--- config.mk ---
export PLATFORM = sky130hd
export DESIGN_NAME = mlfq_priority_scheduler
export DESIGN_NICKNAME = d
export VERILOG_FILES = /design/src/rtl/mlfq_pkg.sv /design/src/rtl/mlfq_prio_ram.sv /design/src/rtl/mlfq_ctrl.sv /design/src/rtl/mlfq_priority_scheduler.sv
export SDC_FILE = /design/constraint.sdc
export NUM_CORES = 1
export LEC_CHECK = 0
export BUFFER_PORTS_ARGS = -buffer_cell sky130_fd_sc_hd__buf_4
export CAP_MARGIN = 20
export CORE_ASPECT_RATIO = 0.9
export CORE_MARGIN = 3
export CORE_UTILIZATION = 65
export CTS_BUF_LIST = sky130_fd_sc_hd__clkbuf_8
export DETAILED_ROUTE_END_ITERATION = 8
export PLACE_DENSITY = 0.83
export SYNTH_ARGS = -nofsm -noshare
export SYNTH_HDL_FRONTEND = slang
export SYNTH_SLANG_ARGS = --single-unit
--- constraint.sdc ---
create_clock -name clk_i -period 8 [get_ports clk_i]
set_input_delay 0.8 -clock clk_i [delete_from_list [all_inputs] [get_ports clk_i]]
set_output_delay 0.8 -clock clk_i [all_outputs]
set_load 0.05 [all_outputs]
--- src/rtl/mlfq_pkg.sv ---
// ----------------------------------------------------------------------------
// mlfq_pkg
// Shared types and constants for the multilevel feedback queue scheduler.
// ----------------------------------------------------------------------------
package mlfq_pkg;

  localparam int unsigned SLOTS_DEF = 16;

  localparam int unsigned FUNC_W   = 2;
  localparam int unsigned SLOT_W   = 4;
  localparam int unsigned PRIO_W   = 4;
  localparam int unsigned STATUS_W = 2;
  localparam int unsigned CNT_W    = 8;

  localparam int unsigned CFG_IDX_W  = 1;
  localparam int unsigned CFG_DATA_W = 8;

  // Register indexes
  localparam logic [CFG_IDX_W-1:0] CFG_MAX_PRIO     = 1'b0;
  localparam logic [CFG_IDX_W-1:0] CFG_BOOST_PERIOD = 1'b1;

  localparam logic [PRIO_W-1:0] MAX_PRIO_RST     = 4'd5;
  localparam logic [CNT_W-1:0]  BOOST_PERIOD_RST = 8'd5;

  // Operation codes
  localparam logic [FUNC_W-1:0] FUNC_TICK   = 2'd0;
  localparam logic [FUNC_W-1:0] FUNC_YIELD  = 2'd1;
  localparam logic [FUNC_W-1:0] FUNC_ADD    = 2'd2;
  localparam logic [FUNC_W-1:0] FUNC_REMOVE = 2'd3;

  // Result status codes
  localparam logic [STATUS_W-1:0] STATUS_SCHEDULED = 2'd0;
  localparam logic [STATUS_W-1:0] STATUS_EMPTY     = 2'd1;
  localparam logic [STATUS_W-1:0] STATUS_UPDATED   = 2'd2;

  typedef struct packed {
    logic [FUNC_W-1:0] func;
    logic [SLOT_W-1:0] slot;
  } in_t;

  typedef struct packed {
    logic [SLOT_W-1:0]   next_slot;
    logic [STATUS_W-1:0] status;
    logic [PRIO_W-1:0]   chosen_priority;
  } out_t;

endpackage

--- src/rtl/mlfq_prio_ram.sv ---
// ----------------------------------------------------------------------------
// mlfq_prio_ram
// Priority table: one write port, one read port, registered read data.
// ----------------------------------------------------------------------------
module mlfq_prio_ram #(
  parameter int unsigned DEPTH = mlfq_pkg::SLOTS_DEF,
  parameter int unsigned AW    = $clog2(DEPTH),
  parameter int unsigned DW    = mlfq_pkg::PRIO_W
) (
  input  logic          clk_i,
  input  logic          we_i,
  input  logic [AW-1:0] waddr_i,
  input  logic [DW-1:0] wdata_i,
  input  logic          re_i,
  input  logic [AW-1:0] raddr_i,
  output logic [DW-1:0] rdata_o
);

  logic [DW-1:0] mem_q [DEPTH];
  logic [DW-1:0] rdata_q;

  always_ff @(posedge clk_i) begin
    if (we_i) begin
      mem_q[waddr_i] <= wdata_i;
    end
  end

  always_ff @(posedge clk_i) begin
    if (re_i) begin
      rdata_q <= mem_q[raddr_i];
    end
  end

  assign rdata_o = rdata_q;

endmodule

--- src/rtl/mlfq_ctrl.sv ---
// ----------------------------------------------------------------------------
// mlfq_ctrl
// Sequencer: runnable marks, boost timer, table scan with read-modify-write.
// ----------------------------------------------------------------------------
module mlfq_ctrl #(
  parameter int unsigned SLOTS = mlfq_pkg::SLOTS_DEF,
  parameter int unsigned IDX_W = $clog2(SLOTS)
) (
  input  logic                          clk_i,
  input  logic                          rst_ni,
  input  logic                          in_valid_i,
  output logic                          in_ready_o,
  input  mlfq_pkg::in_t                 in_data_i,
  output logic                          res_valid_o,
  input  logic                          res_ready_i,
  output mlfq_pkg::out_t                res_o,
  input  logic [mlfq_pkg::PRIO_W-1:0]   max_prio_i,
  input  logic [mlfq_pkg::CNT_W-1:0]    boost_period_i,
  output logic                          ram_we_o,
  output logic [IDX_W-1:0]              ram_waddr_o,
  output logic [mlfq_pkg::PRIO_W-1:0]   ram_wdata_o,
  output logic                          ram_re_o,
  output logic [IDX_W-1:0]              ram_raddr_o,
  input  logic [mlfq_pkg::PRIO_W-1:0]   ram_rdata_i
);

  localparam int unsigned CW = $clog2(SLOTS + 1);

  typedef enum logic [1:0] {
    S_IDLE,
    S_SCAN,
    S_EVAL,
    S_DONE
  } state_e;

  state_e state_q, state_d;

  logic [SLOTS-1:0]              run_q, run_d;
  logic [IDX_W-1:0]              cur_q, cur_d;
  logic                          cur_vld_q, cur_vld_d;
  logic [mlfq_pkg::CNT_W-1:0]    cnt_q, cnt_d;
  logic                          boost_q, boost_d;
  logic                          tick_q, tick_d;
  logic [CW-1:0]                 rd_cnt_q, rd_cnt_d;
  logic                          pend_q, pend_d;
  logic [IDX_W-1:0]              pend_idx_q, pend_idx_d;
  logic [IDX_W-1:0]              best_q, best_d;
  logic [mlfq_pkg::PRIO_W-1:0]   best_pri_q, best_pri_d;
  logic                          found_q, found_d;
  logic [mlfq_pkg::PRIO_W-1:0]   cur_pri_q, cur_pri_d;
  mlfq_pkg::out_t                res_q, res_d;

  logic                          accept;
  logic                          start_scan;
  logic [mlfq_pkg::CNT_W-1:0]    cnt_dec;
  logic [IDX_W-1:0]              slot_idx;
  logic                          slot_ok;
  logic                          pend_run;
  logic [mlfq_pkg::PRIO_W-1:0]   eff_pri;

  assign in_ready_o  = (state_q == S_IDLE);
  assign res_valid_o = (state_q == S_DONE);
  assign res_o       = res_q;
  assign accept      = in_valid_i && in_ready_o;

  assign cnt_dec  = cnt_q - mlfq_pkg::CNT_W'(1);
  assign slot_idx = IDX_W'(in_data_i.slot);
  assign slot_ok  = (32'(in_data_i.slot) < SLOTS);
  assign pend_run = run_q[pend_idx_q];
  // boosted runnable slots see max priority during this scan
  assign eff_pri  = (boost_q && pend_run) ? max_prio_i : ram_rdata_i;

  always_comb begin
    state_d    = state_q;
    run_d      = run_q;
    cur_d      = cur_q;
    cur_vld_d  = cur_vld_q;
    cnt_d      = cnt_q;
    boost_d    = boost_q;
    tick_d     = tick_q;
    rd_cnt_d   = rd_cnt_q;
    pend_d     = pend_q;
    pend_idx_d = pend_idx_q;
    best_d     = best_q;
    best_pri_d = best_pri_q;
    found_d    = found_q;
    cur_pri_d  = cur_pri_q;
    res_d      = res_q;
    start_scan = 1'b0;

    ram_we_o    = 1'b0;
    ram_waddr_o = pend_idx_q;
    ram_wdata_o = max_prio_i;
    ram_re_o    = 1'b0;
    ram_raddr_o = rd_cnt_q[IDX_W-1:0];

    case (state_q)
      S_IDLE: begin
        if (accept) begin
          case (in_data_i.func)
            mlfq_pkg::FUNC_TICK: begin
              tick_d     = 1'b1;
              start_scan = 1'b1;
              if (cnt_dec == '0) begin
                boost_d = 1'b1;
                cnt_d   = boost_period_i;
              end else begin
                boost_d = 1'b0;
                cnt_d   = cnt_dec;
              end
            end
            mlfq_pkg::FUNC_YIELD: begin
              tick_d     = 1'b0;
              boost_d    = 1'b0;
              start_scan = 1'b1;
            end
            mlfq_pkg::FUNC_ADD: begin
              if (slot_ok) begin
                ram_we_o        = 1'b1;
                ram_waddr_o     = slot_idx;
                ram_wdata_o     = max_prio_i;
                run_d[slot_idx] = 1'b1;
              end
              res_d   = '{next_slot:       mlfq_pkg::SLOT_W'(cur_q),
                          status:          mlfq_pkg::STATUS_UPDATED,
                          chosen_priority: '0};
              state_d = S_DONE;
            end
            mlfq_pkg::FUNC_REMOVE: begin
              if (slot_ok) begin
                run_d[slot_idx] = 1'b0;
              end
              res_d   = '{next_slot:       mlfq_pkg::SLOT_W'(cur_q),
                          status:          mlfq_pkg::STATUS_UPDATED,
                          chosen_priority: '0};
              state_d = S_DONE;
            end
            default: ;
          endcase
        end
        if (start_scan) begin
          rd_cnt_d   = '0;
          pend_d     = 1'b0;
          best_d     = cur_q;
          best_pri_d = '0;
          found_d    = 1'b0;
          cur_pri_d  = '0;
          state_d    = S_SCAN;
        end
      end

      S_SCAN: begin
        // read slot n while slot n-1's data is evaluated and boosted
        if (rd_cnt_q != CW'(SLOTS)) begin
          ram_re_o   = 1'b1;
          pend_d     = 1'b1;
          pend_idx_d = rd_cnt_q[IDX_W-1:0];
          rd_cnt_d   = rd_cnt_q + CW'(1);
        end else begin
          pend_d  = 1'b0;
          state_d = S_EVAL;
        end
        if (pend_q) begin
          if (boost_q && pend_run) begin
            ram_we_o = 1'b1;
          end
          if (pend_run) begin
            if (!cur_vld_q) begin
              if (!found_q) begin
                found_d    = 1'b1;
                best_d     = pend_idx_q;
                best_pri_d = eff_pri;
              end
            end else if (eff_pri > best_pri_q) begin
              best_d     = pend_idx_q;
              best_pri_d = eff_pri;
            end
          end
          if (pend_idx_q == cur_q) begin
            cur_pri_d = eff_pri;
          end
        end
      end

      S_EVAL: begin
        if (run_q == '0) begin
          res_d = '{next_slot:       mlfq_pkg::SLOT_W'(cur_q),
                    status:          mlfq_pkg::STATUS_EMPTY,
                    chosen_priority: '0};
        end else begin
          res_d = '{next_slot:       mlfq_pkg::SLOT_W'(best_q),
                    status:          mlfq_pkg::STATUS_SCHEDULED,
                    chosen_priority: (best_q == cur_q) ? cur_pri_q : best_pri_q};
          // demote the slot that was running, after any boost write
          if (tick_q && cur_vld_q && (cur_pri_q != '0)) begin
            ram_we_o    = 1'b1;
            ram_waddr_o = cur_q;
            ram_wdata_o = cur_pri_q - mlfq_pkg::PRIO_W'(1);
          end
          cur_d     = best_q;
          cur_vld_d = 1'b1;
        end
        state_d = S_DONE;
      end

      S_DONE: begin
        if (res_ready_i) begin
          state_d = S_IDLE;
        end
      end

      default: state_d = S_IDLE;
    endcase
  end

  always_ff @(posedge clk_i or negedge rst_ni) begin
    if (!rst_ni) begin
      state_q    <= S_IDLE;
      run_q      <= '0;
      cur_q      <= '0;
      cur_vld_q  <= 1'b0;
      cnt_q      <= mlfq_pkg::BOOST_PERIOD_RST;
      pend_q     <= 1'b0;
      boost_q    <= 1'b0;
      tick_q     <= 1'b0;
      rd_cnt_q   <= '0;
      pend_idx_q <= '0;
      best_q     <= '0;
      best_pri_q <= '0;
      found_q    <= 1'b0;
      cur_pri_q  <= '0;
      res_q      <= '0;
    end else begin
      state_q    <= state_d;
      run_q      <= run_d;
      cur_q      <= cur_d;
      cur_vld_q  <= cur_vld_d;
      cnt_q      <= cnt_d;
      pend_q     <= pend_d;
      boost_q    <= boost_d;
      tick_q     <= tick_d;
      rd_cnt_q   <= rd_cnt_d;
      pend_idx_q <= pend_idx_d;
      best_q     <= best_d;
      best_pri_q <= best_pri_d;
      found_q    <= found_d;
      cur_pri_q  <= cur_pri_d;
      res_q      <= res_d;
    end
  end

endmodule

--- src/rtl/mlfq_priority_scheduler.sv ---
// ----------------------------------------------------------------------------
// mlfq_priority_scheduler
// Multilevel feedback queue scheduler over SLOTS task slots.
// ----------------------------------------------------------------------------
// Tick / yield: the controller scans every slot, then evaluates, and the
//   result is passed to the output register; the next transaction is taken
//   once the result has left the controller. The scan length is set by the
//   single read port of the priority RAM, one slot per cycle in the scan.
// Add / remove: result registered in the controller, then passed to the output register; next one after that.
// Reset (async, active low): marks clear, no task running, timer and both
//   config registers at 5. The priority RAM needs no clearing pass.
// ----------------------------------------------------------------------------
module mlfq_priority_scheduler #(
  parameter int unsigned SLOTS = mlfq_pkg::SLOTS_DEF
) (
  input  logic                            clk_i,
  input  logic                            rst_ni,
  // input transactions
  input  logic                            in_valid_i,
  output logic                            in_ready_o,
  input  mlfq_pkg::in_t                   in_data_i,
  // result transactions
  output logic                            out_valid_o,
  input  logic                            out_ready_i,
  output mlfq_pkg::out_t                  out_data_o,
  // configuration writes
  input  logic                            cfg_we_i,
  input  logic [mlfq_pkg::CFG_IDX_W-1:0]  cfg_idx_i,
  input  logic [mlfq_pkg::CFG_DATA_W-1:0] cfg_wdata_i
);

  localparam int unsigned IDX_W = $clog2(SLOTS);

  // Config registers
  logic [mlfq_pkg::PRIO_W-1:0] max_prio_q;
  logic [mlfq_pkg::CNT_W-1:0]  boost_period_q;

  // Controller result handshake
  logic           res_valid;
  logic           res_ready;
  mlfq_pkg::out_t res;

  // Output register: holds a finished result while the controller moves on
  logic           out_valid_q;
  mlfq_pkg::out_t out_q;

  // RAM ports
  logic                        ram_we;
  logic [IDX_W-1:0]            ram_waddr;
  logic [mlfq_pkg::PRIO_W-1:0] ram_wdata;
  logic                        ram_re;
  logic [IDX_W-1:0]            ram_raddr;
  logic [mlfq_pkg::PRIO_W-1:0] ram_rdata;

  always_ff @(posedge clk_i or negedge rst_ni) begin
    if (!rst_ni) begin
      max_prio_q     <= mlfq_pkg::MAX_PRIO_RST;
      boost_period_q <= mlfq_pkg::BOOST_PERIOD_RST;
    end else if (cfg_we_i) begin
      case (cfg_idx_i)
        mlfq_pkg::CFG_MAX_PRIO:     max_prio_q     <= cfg_wdata_i[mlfq_pkg::PRIO_W-1:0];
        mlfq_pkg::CFG_BOOST_PERIOD: boost_period_q <= cfg_wdata_i[mlfq_pkg::CNT_W-1:0];
        default: ;
      endcase
    end
  end

  // Take a new result when the register is empty or being drained
  assign res_ready = !out_valid_q || out_ready_i;

  always_ff @(posedge clk_i or negedge rst_ni) begin
    if (!rst_ni) begin
      out_valid_q <= 1'b0;
    end else if (res_ready) begin
      out_valid_q <= res_valid;
    end
  end

  always_ff @(posedge clk_i) begin
    if (res_ready && res_valid) begin
      out_q <= res;
    end
  end

  assign out_valid_o = out_valid_q;
  assign out_data_o  = out_q;

  mlfq_ctrl #(
    .SLOTS (SLOTS),
    .IDX_W (IDX_W)
  ) u_ctrl (
    .clk_i          (clk_i),
    .rst_ni         (rst_ni),
    .in_valid_i     (in_valid_i),
    .in_ready_o     (in_ready_o),
    .in_data_i      (in_data_i),
    .res_valid_o    (res_valid),
    .res_ready_i    (res_ready),
    .res_o          (res),
    .max_prio_i     (max_prio_q),
    .boost_period_i (boost_period_q),
    .ram_we_o       (ram_we),
    .ram_waddr_o    (ram_waddr),
    .ram_wdata_o    (ram_wdata),
    .ram_re_o       (ram_re),
    .ram_raddr_o    (ram_raddr),
    .ram_rdata_i    (ram_rdata)
  );

  // Scan reads slot n while writing slot n-1, and the demotion write
  // follows the scan, so a read and a write never hit the same entry.
  mlfq_prio_ram #(
    .DEPTH (SLOTS),
    .AW    (IDX_W),
    .DW    (mlfq_pkg::PRIO_W)
  ) u_prio_ram (
    .clk_i   (clk_i),
    .we_i    (ram_we),
    .waddr_i (ram_waddr),
    .wdata_i (ram_wdata),
    .re_i    (ram_re),
    .raddr_i (ram_raddr),
    .rdata_o (ram_rdata)
  );

endmodule
== Yosys cells after proc, flatten, opt, wreduce, memory -nomap -nowiden ==
Memory sizes are Yosys's and may differ from the RTL's. A register that Yosys moved wholly into a read port is not among the register bits.
Index checks and enable logic that the tools add are counted.

* Register bits: 89
* Memories: 1
* Word-level logic and storage cells: 161
* Input bits: 20
* Bits in writable memories: 64
* Output and inout port bits: 12

* Magnitude comparators: 4
* Eq/ne operators: 23
* Reduce and logical (&&, ||, !) cells: 33
* Muxes and demuxes: 69
* Add/sub/neg operators: 3
* Bitwise operators: 5

{| class="wikitable"
|+ Memories
! memory !! depth !! width !! read ports !! clocked after memory_dff !! wr ports !! RTL line !! source
|-
| u_prio_ram.mem_q || 16 || 4 || 1 || 1 || 1 || mlfq_prio_ram.sv:19 || <nowiki>logic [DW-1:0] mem_q [DEPTH];</nowiki>
|}

{| class="wikitable"
|+ Operators by type and width
! operator !! count
|-
| $mux W4 || 23
|-
| $pmux W16 S2 || 1
|-
| $pmux W4 S2 || 4
|-
| $mux W10 || 3
|-
| $mux W1 || 20
|-
| $pmux W10 S2 || 1
|-
| $and A16 B16 Y16 || 1
|-
| $logic_not A16 Y1 || 1
|-
| $not A16 Y16 || 1
|-
| $or A16 B16 Y16 || 1
|-
| $reduce_and A3 Y1 || 5
|-
| $lt A4 B5 Y1 const B || 2
|-
| $mux W2 || 5
|-
| $mux W5 || 2
|-
| $ne A2 B1 Y1 const B || 5
|-
| $ne A2 B2 Y1 const B || 5
|-
| $pmux W5 S2 || 1
|-
| $reduce_and A2 Y1 || 5
|-
| $ne A3 B3 Y1 const B || 3
|-
| $eq A2 B2 Y1 const B || 4
|-
| $eq A4 B4 Y1 || 2
|-
| $logic_not A8 Y1 || 1
|-
| $mux W8 || 1
|-
| $pmux W1 S2 || 4
|-
| other kinds (23) || 36
|}

== Longest topological paths before layout ==
* Word-level depth: 10
* Depth in mapped cells: 14
* Mapped depth without buffers: 13

== By module ==
A second synthesis with hierarchy kept.

* Cell total of the unflattened synthesis: 571
* Area total of the unflattened synthesis: 7,393.3 um^2

{| class="wikitable"
|+ By module, submodules not included
! module !! cells an instance !! area each (um^2) !! seq. area each (um^2) !! times used
|-
| mlfq_ctrl || 401 || 3,877.5 || 1,654.1 || 1
|-
| mlfq_prio_ram || 130 || 2,706.3 || 2,042.0 || 1
|-
| mlfq_priority_scheduler || 40 || 809.5 || 630.6 || 1
|}

== Worst setup path after synthesis ==
No wires, ideal clock.

* Path kind: register -> register
* From: register u_ctrl.pend_idx_q[0]
* To: register u_ctrl.best_q[0]
* Slack: 4.410 ns
* Data required time: 7.875 ns
* Arrival: 3.466 ns
* Setup time: 0.125 ns
* Stages on the path, launching flop included: 15
* Period minus slack after synthesis: 3.590 ns
* Path buffers: 1
* Path through: dfrtp_1 buf_2 mux2i_1 o32ai_1 nor3_1 nor3b_1 mux2i_1 inv_1 ha_1 nor2b_1 o21a_1 o21ai_0 a21oi_1 o21ai_1 mux2_2

* Longest elaborated chain between the ends: 7
* Elaborated cells on any way between the ends: 14
* Classes of those cells: order compare (1); eq/ne (2); mux (9); reduce/logical (2)

{| class="wikitable"
|+ Ends and longest elaborated chain
! what !! RTL line !! source
|-
| from (decl) || mlfq_ctrl.sv:46 || <nowiki>logic [IDX_W-1:0] pend_idx_q, pend_idx_d;</nowiki>
|-
| from (signal assigned) || mlfq_ctrl.sv:243 || <nowiki>pend_idx_q <= pend_idx_d;</nowiki>
|-
| $bmux W1 S4 || mlfq_ctrl.sv:69 || <nowiki>assign pend_run = run_q[pend_idx_q];</nowiki>
|-
| $mux W1 (implied by the code) || mlfq_ctrl.sv:69 ||
|-
| $logic_and A1 B1 Y1 || mlfq_ctrl.sv:71 || <nowiki>assign eff_pri = (boost_q && pend_run) ? max_prio_i : ram_rdata_i;</nowiki>
|-
| $mux W4 || mlfq_ctrl.sv:71 ||
|-
| $gt A4 B4 Y1 || mlfq_ctrl.sv:174 || <nowiki>end else if (eff_pri > best_pri_q) begin</nowiki>
|-
| $ne A3 B3 Y1 (no line) || -- ||
|-
| $reduce_and A6 Y1 (no line) || -- ||
|-
| to (signal assigned) || mlfq_ctrl.sv:244 || <nowiki>best_q <= best_d;</nowiki>
|-
| to (decl) || mlfq_ctrl.sv:47 || <nowiki>logic [IDX_W-1:0] best_q, best_d;</nowiki>
|}

Several ways; a longest one is shown, not always the timed one. The select of a mux whose other input is x is not followed.
A chain may end at the register's enable or synchronous reset.

== Worst setup path in the final report ==
* From: register u_ctrl.pend_idx_q[0]
* To: register u_ctrl.best_q[2]

* Longest elaborated chain between the ends: 7
* Elaborated cells on any way between the ends: 8
* Classes of those cells: order compare (1); eq/ne (2); mux (3); reduce/logical (2)

{| class="wikitable"
|+ Ends and longest elaborated chain
! what !! RTL line
|-
| $bmux W1 S4 (*) || mlfq_ctrl.sv:69
|-
| $mux W1 (implied by the code) (*) || mlfq_ctrl.sv:69
|-
| $logic_and A1 B1 Y1 || mlfq_ctrl.sv:71
|-
| $mux W4 || mlfq_ctrl.sv:71
|-
| $gt A4 B4 Y1 || mlfq_ctrl.sv:174
|-
| $ne A3 B3 Y1 (no line) || --
|-
| $reduce_and A6 Y1 (no line) (*) || --
|}

Mark *: on every way between the ends. The rest lies on a longest branch, timed or not. The select of a mux whose other input is x is not followed.

==> impl_metrics.toml <==
[clock_tree]
cts.path.max_buffers = 2
clock_latency_ns = 0.46
ctsHoldBuffers = 0
path_clk_slew_ns = 0.08
htreeDepth = 4
cts_setup_buffers = 0
cts_buffers = 17
cts_tree = "yes"
cts_root_buf = "clkbuf_8"
post_cts_resized = 0
clock-sinks = 157

[global_routing]
top_usage_layer = "met2"
gr-usage-met1_pct = 36.3
grt-ovfl-total = 0
grt_antenna_before_repair = 0
grt_max_degree = 80
use_met3_pct = 6.17
grt_util_met2_pct = 39.7
grt_pass1_vias = 4885
grt_first_pass_wirelength_um = 25000
grt_usage_pct = 25.8

[floorplanning]
fp.dieH_um = 107
core_um2 = 10900
start_util_pct = 67.4
fp-row-count = 36
die-width_um = 118
num_io_pins = 32
dieArea_um2 = 12700

[timing]
period_needed_ns = 4.30
rsz0062_at_grt = "no"
hold_viol = 0
fin_crit_sh_pct = 53.7
fmax_ghz = 0.233
relSlewSlack_pct = 29.4
fin_tns_setup_ns = 0
tightestPinTransition_ns = 1.05
fin_skew_ns = 0.0135
setup_viol = 0
report.final.slew_viol_count = 0

[power_and_ir_drop]
powerDensity_nw_per_um2 = 356
leakagePower_nw = 3.14
total_power_mw = 2.90
ir_drop_mv = 0.229

[critical_path]
cpMostUsedCell = "mux2i_1"
slowest_delay_ns = 0.70
crit_buf_inv = 1
crit_chain = "mux2i_1 > o32ai_1 > nor3_1 > nor3b_1 > mux2i_1 > inv_1 > ha_1 > nor2b_1 > o21a_1 > o21ai_0 > a21oi_1 > o21ai_1 > mux2_2"
cp_max_fo = 13
cp-start-kind = "flop"
critPathRequiredTime_ns = 8.34
arrival_ns = 4.63
critical-path-slowest-cell = "nor3b_1"
critPathCaptureType = "flop"
crit_type = "reg -> reg"
crit_family = "compound AO/OA/AOI/OAI gates"

[route]
vias = 4891
avgViaCountPerCell = 6.24
ant_nets = 0
wl_per_cell_um = 19.2
first_iter_violations = 534
drtPass1Iterations = 5
drc = 0
drt-total-wl_um = 15000

[yosys]
netlist_area_um2 = 7370
synth_seq_area_share_pct = 58.7
ys_types = 61
syn-instance-count = 586
synth_edf_count = 78
synth_ff_type = "edfxtp_1"
synthArstFlopShare_pct = 50.3
yosys_warnings = 0
synth-seq-cells = 157
syn-num-nets = 619
syn_avg_cell_area_um2 = 12.6

[place]
place_area_um2 = 7750
io_buffers = 31
hpwlAfterDp_um = 10600
gp_congestion = 0.894

[cells_and_area]
area_delta_synth_final_pct = 10.5
antenna_cells = 0
nets = 652
layout-drive-gt1-share_pct = 20.4
finalInstanceArea_um2 = 8150

[status]
status = "finished clean"

[min_path]
hold_path_class = "in -> async"

[job]
maxCapViolCount = 0
Yosys cell counts (2+ instances only):
cell type	instances	area, um2
a21o_1	3	22.5
a21oi_1	26	130
a221oi_4	2	52.6
a31oi_1	12	75.1
a41oi_1	6	52.6
and2_1	4	25.0
buf_1	2	7.51
buf_2	2	10.0
clkbuf_1	20	75.1
dfrtp_1	73	1830
dfstp_2	6	158
edfxtp_1	78	2340
ha_1	13	163
inv_1	25	93.8
mux2_2	22	248
mux2i_1	16	160
mux4_2	20	450
nand2_1	59	221
nand2b_1	12	75.1
nand3_1	15	75.1
nand3b_1	3	22.5
nand4_1	4	25.0
nor2_1	35	131
nor2b_1	4	25.0
nor3_1	16	80.1
nor3b_1	4	30.0
nor4_1	8	50.1
nor4b_1	3	26.3
o21a_1	2	15.0
o21ai_0	30	150
o2bb2ai_1	4	35.0
o31ai_1	7	52.6
o32ai_1	4	35.0
o41a_1	2	22.5
or2_2	2	12.5
or3b_1	2	17.5
or4_1	2	15.0
or4_4	2	22.5
xnor2_1	10	87.6
xor2_1	5	43.8
placed cells by master, fill, tap and decap left out, types with 7 or more instances in the layout:
cell type,count
a21oi_1,26
a31oi_1,12
buf_4,36
clkbuf_8,19
dfrtp_1,73
edfxtp_1,78
ha_1,13
inv_1,26
mux2_2,22
mux2i_1,16
mux4_2,20
nand2_1,59
nand2b_1,12
nand3_1,15
nor2_1,35
nor3_1,16
nor4_1,7
o21ai_0,30
o31ai_1,7
xnor2_1,10
worst paths after layout:
path	end	startpoint	cells after the start	slack, ns
setup / recovery	u_ctrl.best_q[2]	u_ctrl.pend_idx_q[0]	13	3.70
hold / removal	u_ctrl.res_o[9]	rst_ni	1	0.32
setup reg to reg	u_ctrl.best_q[2]	u_ctrl.pend_idx_q[0]	13	3.70
hold reg to reg	out_data_o[3]	u_ctrl.res_o[3]	0	0.45
max in group asynchronous	async pin	rst_ni	2	7.09
min in group clk_i	out_data_o[3]	u_ctrl.res_o[3]	0	0.45
area by class of cell:
cell class / count / area, um2
repair buffers: 38 / 298
clock buffers: 19 / 262
fillers: 735 / 2800
multi-input cells: 380 / 2870
well taps: 152 / 190
inverters: 25 / 93.8
clock inverters: 13 / 114
flip-flops and latches: 157 / 4330
through the flow:
stage	hold slack (ns)	util, %	setup slack [ns]	cells
after floorplan	0.425	-	4.41	586
final	0.320	74.5	3.70	784
after global placement	0.433	70.8	3.92	750
after global routing	0.337	74.5	3.43	784
after detailed placement	0.437	70.8	3.79	750
after CTS	0.457	74.2	3.75	782
cells by family (layout without fill, tap and decap cells):
| group | after synthesis | after routing | synth area share, % |
|---|---|---|---|
| buffers and inverters | 49 | 95 | 2.53 |
| AOI/OAI and AO/OA | 113 | 113 | 10.8 |
| adders and majority gates | 13 | 13 | 2.21 |
| and+or+nand+nor | 181 | 181 | 12.3 |
| DFF | 157 | 157 | 58.7 |
| xor gates and xnor gates | 15 | 15 | 1.78 |
| muxes | 58 | 58 | 11.6 |
report_power, final:
| group | switching (mW) | internal, mW | leakage, nW |
|---|---|---|---|
| clock | 0.292 | 0.263 | 0.198 |
| combinational | 0.641 | 0.449 | 1.22 |
| sequential | 0.192 | 1.06 | 1.71 |
| total | 1.13 | 1.78 | 3.14 |
metal layers:
metal  vias up  share of wire (%)
met5         -                  0
met4         0                2.4
met3        31                6.7
met2       183                 46
met1      2403                 45
li1       2274                  -
Note: power is estimated with default switching activity, not from simulation.
